===== src/rtl/core/swps_pkg.sv =====
// Shared types, constants and codes for the strike window peak statistics core.
// No dependencies; every other file in rtl/core imports this package.
`timescale 1ns / 1ps

package swps_pkg;

    localparam int BINS_DEF   = 60;   // one-minute window of one-second bins
    localparam int SAMPLE_W   = 10;   // converter reading, peaks, margin, mean
    localparam int CNT_W      = 8;    // finished-bin count and strike count
    localparam int PCT_W      = 7;    // percentage field
    localparam int SUM_W      = 18;   // sum of up to 255 ten-bit peaks
    localparam int PCT_SCALE  = 100;

    localparam logic [SAMPLE_W-1:0] ADC_MAX    = 10'd1023;
    localparam logic [SAMPLE_W-1:0] BASE_RST   = 10'd512;
    localparam logic [SAMPLE_W-1:0] MARGIN_RST = 10'd10;
    localparam logic [PCT_W-1:0]    PCT_MAX    = 7'd100;

    // mode field codes; code 3 is unused and leaves the state alone
    localparam logic [1:0] MODE_CAL  = 2'd0;
    localparam logic [1:0] MODE_MEAS = 2'd1;
    localparam logic [1:0] MODE_TICK = 2'd2;

    typedef struct packed {
        logic [1:0]          mode;
        logic [SAMPLE_W-1:0] sample;
    } in_item_t;

    typedef struct packed {
        logic [CNT_W-1:0]    strike_count;
        logic [SAMPLE_W-1:0] mean_intensity;
        logic [PCT_W-1:0]    intensity_percent;
        logic                ready_res;
    } out_item_t;

    // what every bin cell does in a cycle
    typedef enum logic [1:0] {
        CELL_HOLD,
        CELL_SHIFT,
        CELL_RAISE
    } cell_op_t;

    typedef struct packed {
        cell_op_t            op;
        logic [CNT_W-1:0]    sel;
        logic [SAMPLE_W-1:0] dev;
    } cell_ctrl_t;

    typedef enum logic [2:0] {
        ST_IDLE,
        ST_SCAN,
        ST_MSTART,
        ST_MWAIT,
        ST_PSTART,
        ST_PWAIT,
        ST_EMIT
    } swps_state_t;

endpackage


===== src/rtl/core/swps_cell.sv =====
// One bin cell of the peak window chain: holds one bin peak.
// Depends on swps_pkg for widths and the cell control struct.
`timescale 1ns / 1ps

module swps_cell #(
    parameter int IDX = 0
) (
    input  logic                          aclk,
    input  logic                          aresetn,
    input  swps_pkg::cell_ctrl_t          ctrl,
    input  logic [swps_pkg::SAMPLE_W-1:0] nbr_in,
    output logic [swps_pkg::SAMPLE_W-1:0] peak_out
);
    import swps_pkg::*;

    logic [SAMPLE_W-1:0] peak_reg;
    logic [SAMPLE_W-1:0] peak_next;

    always_comb begin
        unique case (ctrl.op)
            CELL_HOLD:  peak_next = peak_reg;
            CELL_SHIFT: peak_next = nbr_in;
            CELL_RAISE: begin
                if (ctrl.sel == CNT_W'(IDX) && ctrl.dev > peak_reg) begin
                    peak_next = ctrl.dev;
                end else begin
                    peak_next = peak_reg;
                end
            end
            default:    peak_next = peak_reg;
        endcase
    end

    always_ff @(posedge aclk) begin
        if (!aresetn) begin
            peak_reg <= '0;
        end else begin
            peak_reg <= peak_next;
        end
    end

    assign peak_out = peak_reg;

endmodule


===== src/rtl/core/swps_div.sv =====
// Bit-serial restoring divider, one quotient bit per cycle.
// Depends on swps_pkg for default widths.
`timescale 1ns / 1ps

module swps_div #(
    parameter int NW = swps_pkg::SUM_W,
    parameter int DW = swps_pkg::SAMPLE_W
) (
    input  logic          aclk,
    input  logic          aresetn,
    input  logic          start,
    input  logic [NW-1:0] num,
    input  logic [DW-1:0] den,
    output logic          done,
    output logic [NW-1:0] quo
);
    import swps_pkg::*;

    localparam int CW = (NW > 1) ? $clog2(NW) : 1;

    logic          busy_reg;
    logic          done_reg;
    logic [CW-1:0] cnt_reg;
    logic [DW-1:0] rem_reg;
    logic [DW-1:0] rem_next;
    logic [NW-1:0] quo_reg;
    logic [NW-1:0] quo_next;
    logic [DW-1:0] den_reg;
    logic [DW:0]   trial;
    logic          fits;

    // shift in the next dividend bit, subtract when it fits
    always_comb begin
        trial    = {rem_reg, quo_reg[NW-1]};
        fits     = trial >= {1'b0, den_reg};
        rem_next = fits ? DW'(trial - {1'b0, den_reg}) : trial[DW-1:0];
        quo_next = {quo_reg[NW-2:0], fits};
    end

    always_ff @(posedge aclk) begin
        if (!aresetn) begin
            busy_reg <= 1'b0;
            done_reg <= 1'b0;
        end else begin
            done_reg <= 1'b0;
            if (start) begin
                busy_reg <= 1'b1;
            end else if (busy_reg && cnt_reg == CW'(NW - 1)) begin
                busy_reg <= 1'b0;
                done_reg <= 1'b1;
            end
        end
    end

    always_ff @(posedge aclk) begin
        if (start) begin
            cnt_reg <= '0;
            rem_reg <= '0;
            quo_reg <= num;
            den_reg <= den;
        end else if (busy_reg) begin
            cnt_reg <= cnt_reg + 1'b1;
            rem_reg <= rem_next;
            quo_reg <= quo_next;
        end
    end

    assign done = done_reg;
    assign quo  = quo_reg;

endmodule


===== src/rtl/core/strike_window_peak_stats.sv =====
// Top level of the strike window peak statistics core.
// Depends on swps_pkg, swps_cell (bin chain) and swps_div (shared divider).
`timescale 1ns / 1ps

// Lightning detector core. Calibration requests (mode 0) build the baseline
// until calibration ends, the first measurement request (mode 1) ends
// calibration and fixes full scale, every measurement request raises the peak
// deviation of the current one-second bin, and calibrated tick requests
// (mode 2) close the bin and recompute the strike statistics over the finished
// bins. Every request returns exactly one result. A calibrated tick rotates
// the bin chain once, one bin a cycle past the accumulator, and when at least
// one bin counts as a strike the shared bit-serial divider then works out
// first the mean and then the percentage, 18 quotient bits each; when none
// does, the statistics are cleared to zero. A result still waiting on m_ready
// when the next one is due holds the block in its emit state until it is taken.
// One request is in work at a time; s_ready is high in idle even while the
// last result waits on m_ready. strike_margin is written through
// cfg_we/cfg_data; the user must write it only while the block is idle, as
// the block itself does not enforce it.
module strike_window_peak_stats #(
    parameter int BINS = swps_pkg::BINS_DEF
) (
    input  logic                          aclk,
    input  logic                          aresetn,
    input  logic                          s_valid,
    output logic                          s_ready,
    input  swps_pkg::in_item_t            s_data,
    output logic                          m_valid,
    input  logic                          m_ready,
    output swps_pkg::out_item_t           m_data,
    input  logic                          cfg_we,
    input  logic [swps_pkg::SAMPLE_W-1:0] cfg_data
);
    import swps_pkg::*;

    localparam int KW = (BINS > 1) ? $clog2(BINS) : 1;

    // control and calibration state
    swps_state_t         state_reg, state_next;
    logic                cal_reg;
    logic                started_reg;
    logic [SAMPLE_W-1:0] base_reg;
    logic [SAMPLE_W-1:0] fs_reg;
    logic [CNT_W-1:0]    bins_done_reg;
    logic [SAMPLE_W-1:0] margin_reg;

    // held statistics
    logic [CNT_W-1:0]    strikes_reg;
    logic [SAMPLE_W-1:0] mean_reg;
    logic [PCT_W-1:0]    pct_reg;

    // scan accumulator
    logic [KW-1:0]       k_reg;
    logic [CNT_W-1:0]    acc_cnt_reg;
    logic [SUM_W-1:0]    acc_sum_reg;

    // result register
    logic                m_valid_reg;
    out_item_t           m_data_reg;

    logic                accept;
    logic                full;
    logic                scan_last;
    logic [SAMPLE_W-1:0] dev;
    logic [SAMPLE_W-1:0] fs_cand;
    logic [SAMPLE_W:0]   base_sum;
    cell_ctrl_t          cell_ctrl;
    logic [SAMPLE_W-1:0] peak_w [BINS];
    logic [SAMPLE_W-1:0] last_feed;
    logic                out_free;

    logic                div_start;
    logic                div_done;
    logic [SUM_W-1:0]    div_num;
    logic [SAMPLE_W-1:0] div_den;
    logic [SUM_W-1:0]    div_quo;
    logic [SUM_W-1:0]    mean_x100;

    assign accept    = s_valid && s_ready;
    assign full      = ({1'b0, bins_done_reg} + 9'd1) >= 9'(BINS);
    assign scan_last = k_reg == KW'(BINS - 1);
    assign out_free  = !m_valid_reg || m_ready;
    assign dev       = (s_data.sample >= base_reg) ? (s_data.sample - base_reg)
                                                   : (base_reg - s_data.sample);
    assign fs_cand   = (base_reg > (ADC_MAX - base_reg)) ? base_reg
                                                         : (ADC_MAX - base_reg);
    assign base_sum  = {1'b0, base_reg} + {1'b0, s_data.sample};
    assign mean_x100 = SUM_W'(mean_reg) * SUM_W'(PCT_SCALE);

    // rotate the chain during a scan, feed an empty bin when shifting the window
    assign last_feed = (state_reg == ST_SCAN) ? peak_w[0] : '0;

    // ---------------------------------------------------------------
    // bin chain: cell i takes its upper neighbor on a shift
    // ---------------------------------------------------------------
    for (genvar i = 0; i < BINS; i++) begin : g_cell
        if (i < BINS - 1) begin : g_mid
            swps_cell #(.IDX(i)) u_cell (
                .aclk     (aclk),
                .aresetn  (aresetn),
                .ctrl     (cell_ctrl),
                .nbr_in   (peak_w[i+1]),
                .peak_out (peak_w[i])
            );
        end else begin : g_end
            swps_cell #(.IDX(i)) u_cell (
                .aclk     (aclk),
                .aresetn  (aresetn),
                .ctrl     (cell_ctrl),
                .nbr_in   (last_feed),
                .peak_out (peak_w[i])
            );
        end
    end

    // ---------------------------------------------------------------
    // shared divider: mean first, then percentage
    // ---------------------------------------------------------------
    assign div_num = (state_reg == ST_MSTART) ? acc_sum_reg : mean_x100;
    assign div_den = (state_reg == ST_MSTART) ? SAMPLE_W'(acc_cnt_reg) : fs_reg;

    swps_div #(.NW(SUM_W), .DW(SAMPLE_W)) u_div (
        .aclk    (aclk),
        .aresetn (aresetn),
        .start   (div_start),
        .num     (div_num),
        .den     (div_den),
        .done    (div_done),
        .quo     (div_quo)
    );

    // ---------------------------------------------------------------
    // next state
    // ---------------------------------------------------------------
    always_comb begin
        state_next = state_reg;
        unique case (state_reg)
            ST_IDLE: begin
                if (accept) begin
                    if (s_data.mode == MODE_TICK && cal_reg) begin
                        state_next = ST_SCAN;
                    end else begin
                        state_next = ST_EMIT;
                    end
                end
            end
            ST_SCAN: begin
                if (scan_last) begin
                    state_next = ST_MSTART;
                end
            end
            ST_MSTART: begin
                state_next = (acc_cnt_reg == '0) ? ST_EMIT : ST_MWAIT;
            end
            ST_MWAIT: begin
                if (div_done) begin
                    state_next = ST_PSTART;
                end
            end
            ST_PSTART: state_next = ST_PWAIT;
            ST_PWAIT: begin
                if (div_done) begin
                    state_next = ST_EMIT;
                end
            end
            ST_EMIT: begin
                if (out_free) begin
                    state_next = ST_IDLE;
                end
            end
            default: state_next = ST_IDLE;
        endcase
    end

    // ---------------------------------------------------------------
    // state outputs
    // ---------------------------------------------------------------
    always_comb begin
        s_ready       = 1'b0;
        div_start     = 1'b0;
        cell_ctrl.op  = CELL_HOLD;
        cell_ctrl.sel = bins_done_reg;
        cell_ctrl.dev = dev;
        unique case (state_reg)
            ST_IDLE: begin
                s_ready = 1'b1;
                if (accept) begin
                    if (s_data.mode == MODE_MEAS) begin
                        cell_ctrl.op = CELL_RAISE;
                    end else if (s_data.mode == MODE_TICK && cal_reg && full) begin
                        cell_ctrl.op = CELL_SHIFT;
                    end
                end
            end
            ST_SCAN:   cell_ctrl.op = CELL_SHIFT;
            ST_MSTART: div_start = acc_cnt_reg != '0;
            ST_PSTART: div_start = 1'b1;
            default: begin
                s_ready = 1'b0;
            end
        endcase
    end

    // ---------------------------------------------------------------
    // control registers
    // ---------------------------------------------------------------
    always_ff @(posedge aclk) begin
        if (!aresetn) begin
            state_reg     <= ST_IDLE;
            cal_reg       <= 1'b0;
            started_reg   <= 1'b0;
            base_reg      <= BASE_RST;
            fs_reg        <= BASE_RST;
            bins_done_reg <= '0;
            margin_reg    <= MARGIN_RST;
            strikes_reg   <= '0;
            mean_reg      <= '0;
            pct_reg       <= '0;
            m_valid_reg   <= 1'b0;
        end else begin
            state_reg <= state_next;
            if (cfg_we) begin
                margin_reg <= cfg_data;
            end

            if (accept) begin
                // hold the baseline once calibration has ended
                if (s_data.mode == MODE_CAL && !cal_reg) begin
                    started_reg <= 1'b1;
                    base_reg    <= started_reg ? base_sum[SAMPLE_W:1] : s_data.sample;
                end
                // first measurement ends calibration
                if (s_data.mode == MODE_MEAS && !cal_reg) begin
                    cal_reg <= 1'b1;
                    fs_reg  <= fs_cand;
                end
                // advance the window; once full it shifts and the count stays
                if (s_data.mode == MODE_TICK && cal_reg && !full) begin
                    bins_done_reg <= bins_done_reg + 1'b1;
                end
            end

            if (state_reg == ST_MSTART && acc_cnt_reg == '0) begin
                strikes_reg <= '0;
                mean_reg    <= '0;
                pct_reg     <= '0;
            end
            if (state_reg == ST_MWAIT && div_done) begin
                strikes_reg <= acc_cnt_reg;
                mean_reg    <= div_quo[SAMPLE_W-1:0];
            end
            if (state_reg == ST_PWAIT && div_done) begin
                if (fs_reg == '0) begin
                    pct_reg <= '0;
                end else if (div_quo > SUM_W'(PCT_MAX)) begin
                    pct_reg <= PCT_MAX;
                end else begin
                    pct_reg <= div_quo[PCT_W-1:0];
                end
            end

            if (state_reg == ST_EMIT && out_free) begin
                m_valid_reg <= 1'b1;
            end else if (m_ready) begin
                m_valid_reg <= 1'b0;
            end
        end
    end

    // ---------------------------------------------------------------
    // scan accumulator and result payload
    // ---------------------------------------------------------------
    always_ff @(posedge aclk) begin
        if (accept) begin
            k_reg       <= '0;
            acc_cnt_reg <= '0;
            acc_sum_reg <= '0;
        end else if (state_reg == ST_SCAN) begin
            // cell 0 holds bin k after k rotations
            k_reg <= k_reg + 1'b1;
            if (CNT_W'(k_reg) < bins_done_reg && peak_w[0] > margin_reg) begin
                acc_cnt_reg <= acc_cnt_reg + 1'b1;
                acc_sum_reg <= acc_sum_reg + SUM_W'(peak_w[0]);
            end
        end

        if (state_reg == ST_EMIT && out_free) begin
            m_data_reg.strike_count      <= cal_reg ? strikes_reg : '0;
            m_data_reg.mean_intensity    <= cal_reg ? mean_reg : '0;
            m_data_reg.intensity_percent <= cal_reg ? pct_reg : '0;
            m_data_reg.ready_res         <= cal_reg;
        end
    end

    assign m_valid = m_valid_reg;
    assign m_data  = m_data_reg;

    // ---------------------------------------------------------------
    // assertions
    // ---------------------------------------------------------------
    a_one_in_work: assert property (@(posedge aclk) disable iff (!aresetn)
        accept |=> !s_ready)
        else $error("request accepted while another is in work");

    a_bins_bound: assert property (@(posedge aclk) disable iff (!aresetn)
        bins_done_reg <= CNT_W'(BINS - 1))
        else $error("finished-bin count past window size");

    a_cal_sticky: assert property (@(posedge aclk) disable iff (!aresetn)
        cal_reg |=> cal_reg)
        else $error("calibration flag dropped");

    a_uncal_zero: assert property (@(posedge aclk) disable iff (!aresetn)
        (m_valid && !m_data.ready_res) |->
            (m_data.strike_count == '0 && m_data.mean_intensity == '0
             && m_data.intensity_percent == '0))
        else $error("nonzero statistics before calibration");

    a_pct_bound: assert property (@(posedge aclk) disable iff (!aresetn)
        pct_reg <= PCT_MAX)
        else $error("held percentage above full scale");

endmodule

===== config.mk =====
export PLATFORM = sky130hd
export DESIGN_NAME = strike_window_peak_stats
export DESIGN_NICKNAME = d
export VERILOG_FILES = /design/src/rtl/core/swps_pkg.sv /design/src/rtl/core/swps_cell.sv /design/src/rtl/core/swps_div.sv /design/src/rtl/core/strike_window_peak_stats.sv
export SDC_FILE = /design/constraint.sdc
export NUM_CORES = 2
export LEC_CHECK = 0
export BUFFER_PORTS_ARGS = -buffer_cell sky130_fd_sc_hd__buf_2
export CAP_MARGIN = 0
export CORE_AREA = 4 4 308 310
export CTS_BUF_LIST = sky130_fd_sc_hd__clkbuf_8
export DETAILED_ROUTE_END_ITERATION = 12
export DIE_AREA = 0 0 312 314
export PLACE_DENSITY = 0.78
export SLEW_MARGIN = 15
export SYNTH_ARGS = -nofsm -noshare
export SYNTH_HDL_FRONTEND = slang
export SYNTH_HIERARCHICAL = 1
export SYNTH_SLANG_ARGS = --single-unit

===== constraint.sdc =====
create_clock -name aclk -period 31.9 [get_ports aclk]
set_clock_uncertainty 0.05 [all_clocks]
set_input_delay 6.38 -clock aclk [delete_from_list [all_inputs] [get_ports aclk]]
set_output_delay 6.38 -clock aclk [all_outputs]
set_load 0.02 [all_outputs]

# Yosys cells after proc, flatten, opt, wreduce, memory -nomap -nowiden
# Cells that the tools add are included.
[totals]
ff_bits = 772
inputBits = 27
output_inout_bits = 28
elab_cells = 611
[op_classes]
addsub = 11
multipliers = 1
magnitude_cmp = 67
eq_ne = 136
n_mux = 156
bitwise = 1
reduce_logical = 154
[ops]
columns = ["operator", "n"]
rows = [
  ["$pmux W10 S2", 60],
  ["$mux W10", 67],
  ["$gt A10 B10 Y1", 62],
  ["$eq A8 B6 Y1 const B", 28],
  ["$eq A8 B5 Y1 const B", 16],
  ["$reduce_and A2 Y1", 64],
  ["$ne A2 B1 Y1 const B", 62],
  ["$logic_and A1 B1 Y1", 72],
  ["$eq A8 B4 Y1 const B", 8],
  ["$mux W18", 3],
  ["$eq A8 B3 Y1 const B", 4],
  ["$sub A10 B10 Y10", 3],
  ["$mux W7", 4],
  ["$mux W8", 3],
  ["$mux W3", 7],
  ["$pmux W3 S7", 1],
  ["$add A18 B10 Y18", 1],
  ["$gt A18 B7 Y1 const B", 1],
  ["$add A8 B1 Y8 const B", 2],
  ["$eq A8 B2 Y1 const B", 2],
  ["$logic_not A8 Y1", 2],
  ["$mul A10 B5 Y15 const B", 1],
  ["$reduce_bool A2 Y1", 6],
  ["$add A10 B10 Y11", 1],
  ["30 further kinds", 46],
]

# Logic depth before layout (Yosys ltp)
[depth]
word_depth = 10
depth_mapped = 17
ltp_nobuf = 15

# Cells and area by module
# Netlist, hierarchy kept.
[modules_own_cells]
columns = ["module", "n_inst", "cells_each", "area_per_inst_um2", "seq_area_each_um2"]
rows = [
  ["swps_cell (g_cell[13].g_mid.u_cell ...)", 12, 88, 787.0, 200.2],
  ["strike_window_peak_stats", 1, 1016, 8617.0, 2782.7],
  ["swps_cell (g_cell[29].g_mid.u_cell ...)", 8, 87, 809.5, 200.2],
  ["swps_cell (g_cell[10].g_mid.u_cell ...)", 8, 88, 785.8, 200.2],
  ["swps_cell (g_cell[23].g_mid.u_cell ...)", 4, 98, 874.6, 200.2],
  ["swps_cell (g_cell[11].g_mid.u_cell ...)", 4, 98, 835.8, 200.2],
  ["swps_cell (g_cell[16].g_mid.u_cell ...)", 4, 88, 812.0, 200.2],
  ["swps_cell (g_cell[28].g_mid.u_cell ...)", 4, 87, 808.3, 200.2],
  ["swps_cell (g_cell[20].g_mid.u_cell ...)", 4, 88, 807.0, 200.2],
  ["swps_cell (g_cell[31].g_mid.u_cell ...)", 4, 88, 795.8, 200.2],
  ["swps_div", 1, 189, 2248.4, 1181.1],
  ["swps_cell (g_cell[15].g_mid.u_cell ...)", 2, 90, 869.6, 200.2],
  ["swps_cell (g_cell[12].g_mid.u_cell ...)", 2, 96, 809.5, 200.2],
  ["swps_cell (g_cell[1].g_mid.u_cell ...)", 2, 88, 783.3, 200.2],
  ["2 more rows", "n/a", "n/a", "n/a", "n/a"],
]

# Least setup slack after synthesis
# Ideal clock, no wire load.
[synth_path]
kind = "input to register"
from = "input port s_data[3] (netlist name)"
to = "register g_cell[15].g_mid.u_cell.peak_reg[8]"
setup_time_ns = 0.090
arrival_ns = 14.943
required_time_ns = 31.760
path_slack_ns = 16.817
path_stages = 17
n_path_buf = 3
path_cell_list = "inv_1 > ha_1 > buf_2 > and2_1 > and3_1 > nor4_1 > o311a_1 > buf_2 > mux2_1 > xnor2_1 > ha_1 > nand4_1 > nor3_1 > o32ai_2 > and2_1 > buf_4 > a211oi_2"
[synth_lines]
columns = ["element", "line", "rtl"]
rows = [
  ["from (decl)", "strike_window_peak_stats.sv:27", "input swps_pkg::in_item_t s_data,"],
  ["to (signal assigned)", "swps_cell.sv:38", "peak_reg <= peak_next;"],
  ["to (decl)", "swps_cell.sv:16", "logic [SAMPLE_W-1:0] peak_reg;"],
]

==> results.cfg <==
[power]
ir_drop_mv = 0.0558
p_per_area_nw_per_um2 = 81.8
power.total_mw = 5.14
cellLeakagePower_nw = 27.9

[finish]
mostFrequentLayoutCells = inv_1 (861), dfxtp_1 (709), ha_1 (706), mux2i_1 (614), nand3_1 (554)
num-nets-final = 7243
drive_gt1_share_pct = 9.71
synthToLayoutAreaGrowth_pct = 5.71
largest_reg_flops = 590
register_area_um2 = 16000
final_util_pct = 68.5
fin_area_um2 = 62800
final_common_cell = inv_1
fillers = 7240
finalNonFillerCells = 7800
multi_input_area_um2 = 38200

[worst_setup_path]
crit_chain = buf_2 -> inv_1 -> ha_1 -> nor2b_1 -> o31ai_1 -> a211oi_1 -> a221oi_1 -> mux2i_1 -> o21ai_4 -> buf_4 -> buf_4 -> ha_1 -> nand4_1 -> nor3_1 -> o32ai_2 -> and2_1 -> a211oi_2
path_class = input port to flop
rr_startpoint = base_reg[9]
cp-start-kind = input port
r2r.worst_path.cells = 14
r2r_slack_ps = 25500
cp-end-kind = flop
crit_family = compound AO/OA/AOI/OAI gates
timing.critical_path.from = s_data[1]
slowest_delay_ps = 800
worstPathArrival_ps = 12340
r2r_end = g_cell[55].g_mid.u_cell/peak_out[0]
slowest_stage = o32ai_2
path_max_fanout = 49
worstPathRequired_ps = 32540
path_buf_inv = 4

[yosys]
postSynthAreaPerCell_um2 = 9.02
muxShareOfSynthArea_pct = 10.7
synth_top_area_share_pct = 24.2
syn-num-nets = 7326
synth-seq-cells = 771
synth_simple_gate_area_share_pct = 16.8
ys.flop_type = dfxtp_1
syn-cell-area_um2 = 59400
yosysUniqueCellTypes = 101
synth_adder_area_share_pct = 15.2
yosysWarningCount = 6
postSynthCellCount = 6583
synth_area_leaders = dfxtp_1 (24%), ha_1 (15%), mux2i_1 (10%)
synth_edf_count = 54
synth_top_family_by_area = compound AO/OA/AOI/OAI gates
yosysSeqAreaShare_pct = 26.9
synth-compound-area-share_pct = 20.6
async_flop_share_pct = 0
synth_xor_xnor_area_share_pct = 0.856
synth_top_area_cell = dfxtp_1

[place]
dp_hpwl_um = 96700
port_buffers = 54
dp.cells = 7544
place_congestion = 0.872
post-place-ws_ps = 19460
place_area_um2 = 59800

[floorplan]
start_util_pct = 64.8
die_x_um = 312
rows = 111
die_area_um2 = 98000
ios = 55
chipHeight_um = 314
core-area_um2 = 91700

[timing]
rsz0062_at_grt = no
tns_ps = 0
hold_viol_final = 0
max_freq_mhz = 85.5
finalCritPeriodShare_pct = 36.7
worst_pin_slew_ps = 1170
finalWorstSetupSlack_ps = 20200
layout_min_cycle_time_ps = 11700
max_slew_margin_pct = 22.0
hold_ws_ps = 405
setup_violations = 0
drv_slew = 0

[grt]
antenna_found_initial = 3
overflow = 0
first_global_vias = 49200
grt_pass1_wl_um = 249000
grt_usage_pct = 30.2
grt_max_degree = 213

[drt]
vias_per_cell = 6.42
vias = 50100
route.detailed.drc = 0
drt_iter0_drc = 4065
routed_wirelength_um = 153000
wire_per_inst_um = 19.6
ant_nets = 0
first_pass_iters = 7

[outcome]
status = finished clean

[clock_network]
clkTransAtPathRegs_ps = 60
cts_tree = yes
h-tree-depth = 4
post-cts-setup-buffers = 0
cts_hold_buf = 0
cts_resized = 0
ctsLongestPathBuffers = 3
cts.sinks = 771
cts_buffers = 140
ctsRootBufferMaster = clkbuf_8
clock_latency_ps = 850

[worst_hold_path]
hp-class = flop to flop
worstHoldPathCells = 2
hold_end = pct_reg[6]
hp-start = pct_reg[6]

[flow_run]
maxCapViolations = 0
## Yosys cell counts, types with 36 or more instances
cell	number
a21oi_1	260
ha_1	706
o2bb2ai_1	44
inv_1	825
clkbuf_1	56
a211oi_1	39
a211o_1	111
edfxtp_1	54
buf_2	155
nand2b_1	123
buf_6	54
and2_1	72
o21a_1	56
xnor2_1	36
o211a_1	470
nor2b_1	65
mux2i_1	615
o21ai_0	88
o211ai_2	43
nand3_1	554
o211ai_1	121
nor2_1	104
dfxtp_1	717
nor3_1	78
buf_1	55
nand2_1	377
nand4_1	117
## power by group
part / switching [mW] / leakage (nW) / internal (mW) / total [mW]
registers: 0.208 / 6.32 / 1.19 / 1.40
clock network: 0.447 / 1.68 / 0.557 / 1.00
logic: 1.66 / 19.9 / 1.07 / 2.73
## cells by family after synthesis
kind of cell,after synthesis
simple gates,1769
xor+xnor,58
compound gates,1453
buf+inv,1181
mux,635
flops,771
fa+ha+maj,716
## worst min-delay path, stage by stage (launching register included)
cell	delay [ps]
dfxtp_1	310
nand2_1	50
a21oi_1	50
## cell type report
type	count	area share (%)
multi-input cells	4631	60.9
flip-flops and latches	771	25.5
inverters	828	4.96
clock buffers	184	4.04
well taps	1186	2.36
repair buffers	128	1.49
clock inverters	70	0.722
diodes	2	0.00797
## metal layers
layer  wire, µm  track usage (%)
met2      71000             50.8
met5          0                0
met3      10000             5.04
met4       5400             12.4
met1      66800             38.7
## worst max-delay path by stage
stage               depth (start not counted)                                   to  slack (ps)
floorplan                                  17  g_cell[15].g_mid.u_cell/peak_out[8]       16820
global placement                           17  g_cell[15].g_mid.u_cell/peak_out[4]       19640
detailed placement                         17  g_cell[51].g_mid.u_cell/peak_out[0]       19460
CTS                                        17  g_cell[51].g_mid.u_cell/peak_out[8]       20380
global route                               17   g_cell[2].g_mid.u_cell/peak_out[7]       19970
finish                                     17  g_cell[51].g_mid.u_cell/peak_out[8]       20200
Power figures use the tool's default switching activity.
